===== config.mk =====
export PLATFORM = sky130hd
export DESIGN_NAME = ilid_ctrl
export DESIGN_NICKNAME = d
export VERILOG_FILES = /design/src/rtl/ilid_pkg.sv /design/src/rtl/ilid_ctrl.sv
export SDC_FILE = /design/constraint.sdc
export NUM_CORES = 1
export LEC_CHECK = 0
export ABC_AREA = 1
export BUFFER_PORTS_ARGS = -buffer_cell sky130_fd_sc_hd__buf_4
export CAP_MARGIN = 20
export CORE_ASPECT_RATIO = 1.2
export CORE_UTILIZATION = 32
export DETAILED_ROUTE_END_ITERATION = 6
export PLACE_DENSITY = 0.67
export SLEW_MARGIN = 20
export SYNTH_ARGS = -nofsm -noshare
export SYNTH_HDL_FRONTEND = slang
export SYNTH_SLANG_ARGS = --single-unit

===== constraint.sdc =====
create_clock -name i_clk -period 2.5 [get_ports i_clk]
set_input_delay 0.25 -clock i_clk [delete_from_list [all_inputs] [get_ports i_clk]]
set_output_delay 0.25 -clock i_clk [all_outputs]
set_load 0.05 [all_outputs]

===== src/rtl/ilid_pkg.sv =====
// Package for the indexed list insert/delete block.
// Opcodes, status codes, state encoding, command struct and widths.
// No dependencies.
`default_nettype none

package ilid_pkg;

    localparam int DATA_W        = 32;
    localparam int POS_W         = 7;
    localparam int OP_W          = 3;
    localparam int STAT_W        = 2;
    localparam int CNT_OUT_W     = 7;
    localparam int IN_TDATA_W    = 48;
    localparam int OUT_TDATA_W   = 48;
    localparam int CAPACITY_DEF  = 64;

    localparam logic [OP_W-1:0] OP_GET  = 3'd0;
    localparam logic [OP_W-1:0] OP_HEAD = 3'd1;
    localparam logic [OP_W-1:0] OP_TAIL = 3'd2;
    localparam logic [OP_W-1:0] OP_AT   = 3'd3;
    localparam logic [OP_W-1:0] OP_DEL  = 3'd4;

    localparam logic [STAT_W-1:0] STS_DONE  = 2'd0;
    localparam logic [STAT_W-1:0] STS_RANGE = 2'd1;
    localparam logic [STAT_W-1:0] STS_FULL  = 2'd2;

    typedef enum logic [1:0] {
        S_IDLE = 2'b01,
        S_RESP = 2'b10
    } t_state;

    // datapath command for one accepted request
    typedef struct packed {
        logic ld;
        logic rd;
        logic ins;
        logic del;
    } t_cmd;

endpackage

`default_nettype wire


===== src/rtl/ilid_ctrl.sv =====
// Controller: decodes requests, checks ranges, keeps the entry count and
// the output handshake state. Depends on ilid_pkg.
`default_nettype none

module ilid_ctrl import ilid_pkg::*; #(
    parameter int CAPACITY = CAPACITY_DEF,
    localparam int IDX_W   = (CAPACITY > 1) ? $clog2(CAPACITY) : 1,
    localparam int CNT_W   = $clog2(CAPACITY + 1),
    localparam int CMP_W   = (CNT_W > POS_W) ? CNT_W : POS_W
) (
    input  wire                  i_clk,
    input  wire                  i_rst_n,
    input  wire                  i_in_valid,
    output logic                 o_in_ready,
    input  wire [OP_W-1:0]       i_opcode,
    input  wire [POS_W-1:0]      i_position,
    output logic                 o_out_valid,
    input  wire                  i_out_ready,
    output logic [STAT_W-1:0]    o_status,
    output logic [CNT_OUT_W-1:0] o_entry_count,
    output t_cmd                 o_cmd,
    output logic [IDX_W-1:0]     o_pos
);

    t_state              r_state, n_state;
    logic [CNT_W-1:0]    r_count, n_count;
    logic [STAT_W-1:0]   r_status, n_status;
    logic                w_accept;
    logic [CMP_W-1:0]    w_posx, w_cntx, w_ipos;
    logic                w_lt, w_gt, w_full;
    logic                w_rd, w_ins, w_del;

    assign o_in_ready  = (r_state == S_IDLE) || i_out_ready;
    assign o_out_valid = (r_state == S_RESP);
    assign w_accept    = i_in_valid && o_in_ready;

    assign w_posx = CMP_W'(i_position);
    assign w_cntx = CMP_W'(r_count);
    assign w_lt   = w_posx < w_cntx;
    assign w_gt   = w_posx > w_cntx;
    assign w_full = r_count == CNT_W'(CAPACITY);

    always_comb begin
        w_rd     = 1'b0;
        w_ins    = 1'b0;
        w_del    = 1'b0;
        w_ipos   = w_posx;
        n_status = STS_DONE;
        case (i_opcode)
            OP_GET: begin
                if (w_lt) w_rd = 1'b1;
                else      n_status = STS_RANGE;
            end
            OP_HEAD: begin
                w_ipos = '0;
                if (w_full) n_status = STS_FULL;
                else        w_ins = 1'b1;
            end
            OP_TAIL: begin
                w_ipos = w_cntx;
                if (w_full) n_status = STS_FULL;
                else        w_ins = 1'b1;
            end
            OP_AT: begin
                if (w_gt)        n_status = STS_RANGE;
                else if (w_full) n_status = STS_FULL;
                else             w_ins = 1'b1;
            end
            OP_DEL: begin
                if (w_lt) w_del = 1'b1;
                else      n_status = STS_RANGE;
            end
            default: begin
            end
        endcase
    end

    always_comb begin
        n_count = r_count;
        if (w_accept && w_ins)      n_count = r_count + 1'b1;
        else if (w_accept && w_del) n_count = r_count - 1'b1;
    end

    always_comb begin
        n_state = r_state;
        if (w_accept)         n_state = S_RESP;
        else if (i_out_ready) n_state = S_IDLE;
    end

    always_ff @(posedge i_clk) begin
        if (!i_rst_n) begin
            r_state <= S_IDLE;
            r_count <= '0;
        end else begin
            r_state <= n_state;
            r_count <= n_count;
        end
    end

    always_ff @(posedge i_clk) begin
        if (w_accept) r_status <= n_status;
    end

    assign o_cmd.ld  = w_accept;
    assign o_cmd.rd  = w_accept && w_rd;
    assign o_cmd.ins = w_accept && w_ins;
    assign o_cmd.del = w_accept && w_del;
    assign o_pos     = w_ipos[IDX_W-1:0];

    assign o_status      = r_status;
    assign o_entry_count = w_cntx[CNT_OUT_W-1:0];

endmodule

`default_nettype wire


==> summary.md <==
| Metric | Value |
|---|---|
| H-Tree Depth | 1 |
| Clock tree buffer depth | 2 |
| Max-cap violation count | 0 |
| Crit path DAT | 2560 ps |
| DR WL met3 | 109 µm |
| Worst-path fanout max | 8 |
| Worst Path Buf+Inv | 2 |
| WP data required | 2670 ps |
| Top post-synthesis cells by area | dfxtp_1 17%, ha_1 15%, inv_1 9.6% |
| Final worst path period share | 0.957 |
| Total Neg Setup Slack | 0 ps |
| Ys Warns | 0 |
| CP max-delay cell | dfxtp_4 |
| Vias per inst | 4.63 |
| Wire length per cell | 11.6 µm |
| Num CTS Buffers | 3 |
| Worst Skew | 7.70 ps |
| Hold_buf cts | 0 |
| Yosys reg bits | 11 |
| Critical Path Source Type | register |
| TritonRoute pass-1 iters | 4 |
| Netlist Area Pre-Place | 1060 µm² |
| Crit path capture type | register |
| # rows | 22 |
| Initial antenna violation count | 0 |
| Final #Nets | 236 |
| DRT met1 WL | 1.26 mm |
| Clock root cell | clkbuf_4 |
| Tot GR Track Use | 0.153 |
| Pin count of the biggest net entering global routing | 10 |
| Static leakage | 0.842 nW |
| IO Pins | 35 |
| Hold WS | 204 ps |
| WL met2 | 1.39 mm |
| Core Region | 3110 µm² |
| Initial core utilization | 0.341 |
| FILL cells | 298 |
| Dpl hpwl | 2.07 mm |
| # diodes | 0 |
| CTS tree | yes |
| GRT Residual Overflow | 0 |
| First-pass GRT wire length | 4.03 mm |
| CTS sink cnt | 11 |
| Post-Syn Instances | 151 |
| Max Clock Freq | 418 MHz |
| Most area-hungry cell type in the Yosys netlist | dfxtp_1 |
| Port bufs | 34 |
| Placed cells | 227 |
| Final max-slew violation count | 0 |
| Fraction of layout cells with a size suffix above 1 | 0.483 |
| Dpl ws | 14.1 ps |
| Post-route ant nets | 0 |
| Register Area | 262 µm² |
| Final setup violation count | 0 |
| Outcome | finished clean |
| Slew HR | 0.798 |
| WL final | 2.82 mm |
| CP cell instances | inv_1 > ha_1 > nand2_1 > nor2_2 > a21oi_2 > nand2_4 > nand3_4 > buf_6 > ha_4 > a21o_1 > nand2_1 > nand3_1 > xor2_1 > nor2_1 > nor2_1 |
| Worst VDD drop | 284 µV |
| Clock Latency Late Sink | 280 ps |
| Area taken by multi-input logic gates | 842 µm² |
| Tmin final | 2390 ps |
| Area Growth Syn to Fin | 60.0% |
| Max incr delay on CP | 370 ps |
| Reg clk slew, reported paths | 80 ps |
| Vias in the first global route | 956 |
| RePlAce Congestion | 0.858 |
| Syn avg cell area | 7.02 µm² |
| Top delay family on crit path | simple AND/OR/NAND/NOR gates |
| Crit path kind | register to register |
| DR top layer | met4 |
| Yosys top cell area share | 0.170 |
| Die ar. | 3550 µm² |
| Die H | 65.0 µm |
| Power, Total | 0.792 mW |
| Final std cells w/o fill | 243 |
| Syn_nets | 179 |
| Post-route setup slack | 107 ps |
| Final Hold Vio Count | 0 |
| Drt drc | 0 |
| Die X | 54.5 µm |
| Worst slew pin tran | 303 ps |
| Hold Path Class | input port to register |
| Post-synth cell types | 29 |
| DRC marker count from the first detailed-route iteration | 15 |
| Via count | 1126 |
| Power density over the cells | 467 nW/µm² |
| Sequential-to-total area share from yosys stat | 0.227 |
-- cells in the mapped netlist, drive strengths merged --
cell / n
nand3b: 2
a21o: 1
nor3: 1
fa: 1
o22ai: 6
buf: 1
a21oi: 6
nand3: 7
and3: 1
a31oi: 2
ha: 13
nor3b: 1
nor2: 22
inv: 30
nand4: 3
o21ai: 7
a21boi: 1
dfxtp: 9
xor2: 1
nand2: 31
xnor2: 3
edfxtp: 2
-- cell families after synthesis --
family | share of synthesized area
compound gates | 0.126
xor+xnor | 0.0331
fa+ha+maj | 0.172
buf+inv | 0.113
flops | 0.227
simple gates | 0.328
-- per-stage QoR --
stage | cell area, µm² | util
4_1_cts | 1450 | 0.466
3_5_place_dp | 1420 | 0.458
2_1_floorplan | 1080 | -
5_1_grt | 1700 | 0.545
6_report | 1700 | 0.545
3_3_place_gp | 1420 | 0.458
-- flip-flops by register name, summed over array words and instances, names as in the netlist --
register	flops
o_status	2
o_entry_count	7
r_state	2
-- path summary, 6_finish.rpt --
| check | startpoint | to | slack [ps] | cells after the start |
|---|---|---|---|---|
| min reg2reg | r_state[1] | r_state[1] | 490 | 2 |
| max reg2reg | o_entry_count[3] | o_entry_count[5] | 110 | 15 |
| min | i_out_ready | r_state[0] | 200 | 3 |
| max | o_entry_count[3] | o_entry_count[5] | 110 | 15 |
-- worst register-to-register path, cell delays in order, from the launching register on --
cell	delay (ps)
dfxtp_4	370
inv_1	70
ha_1	270
nand2_1	60
nor2_2	120
a21oi_2	100
nand2_4	90
nand3_4	180
buf_6	190
ha_4	220
a21o_1	160
nand2_1	60
nand3_1	80
xor2_1	170
nor2_1	90
nor2_1	50
-- power by group --
part	leakage [nW]	switching (mW)	total [mW]	internal, mW
sequential	0.0984	0.0128	0.209	0.196
combinational	0.729	0.262	0.454	0.192
clock	0.0150	0.0666	0.128	0.0618
-- layout make-up --
class / instances / share of cell area
inverter: 30 / 0.0679
clock buffer: 4 / 0.0155
multi-input combinational: 109 / 0.497
sequential: 11 / 0.154
timing repair buffer: 53 / 0.239
tap: 36 / 0.0266
-- metal layers --
metal  up-vias  GRT usage
li1        605          -
met4         0     0.0577
met2        26      0.255
met1       490      0.193
met5         -          0
met3         5     0.0211
-- timing repair --
item | CTS | global route
setup endpoints to repair | 1 | 4
pin swaps | 0 | 11
hold endpoints to repair | 0 | 0
setup buffers | 0 | 12
resized for setup | 0 | 25
-- placed cells by master, fill, tap and decap left out, drive strengths merged, types with 2 or more instances in the layout --
| cell type | instances |
|---|---|
| nor2 | 22 |
| edfxtp | 2 |
| nand3b | 2 |
| dfxtp | 9 |
| nand2 | 31 |
| buf | 53 |
| o21ai | 7 |
| nand4 | 3 |
| inv | 30 |
| clkbuf | 4 |
| a31oi | 2 |
| nand3 | 7 |
| ha | 13 |
| o22ai | 6 |
| xnor2 | 3 |
| a21oi | 6 |
(Power assumes the default switching activity.)
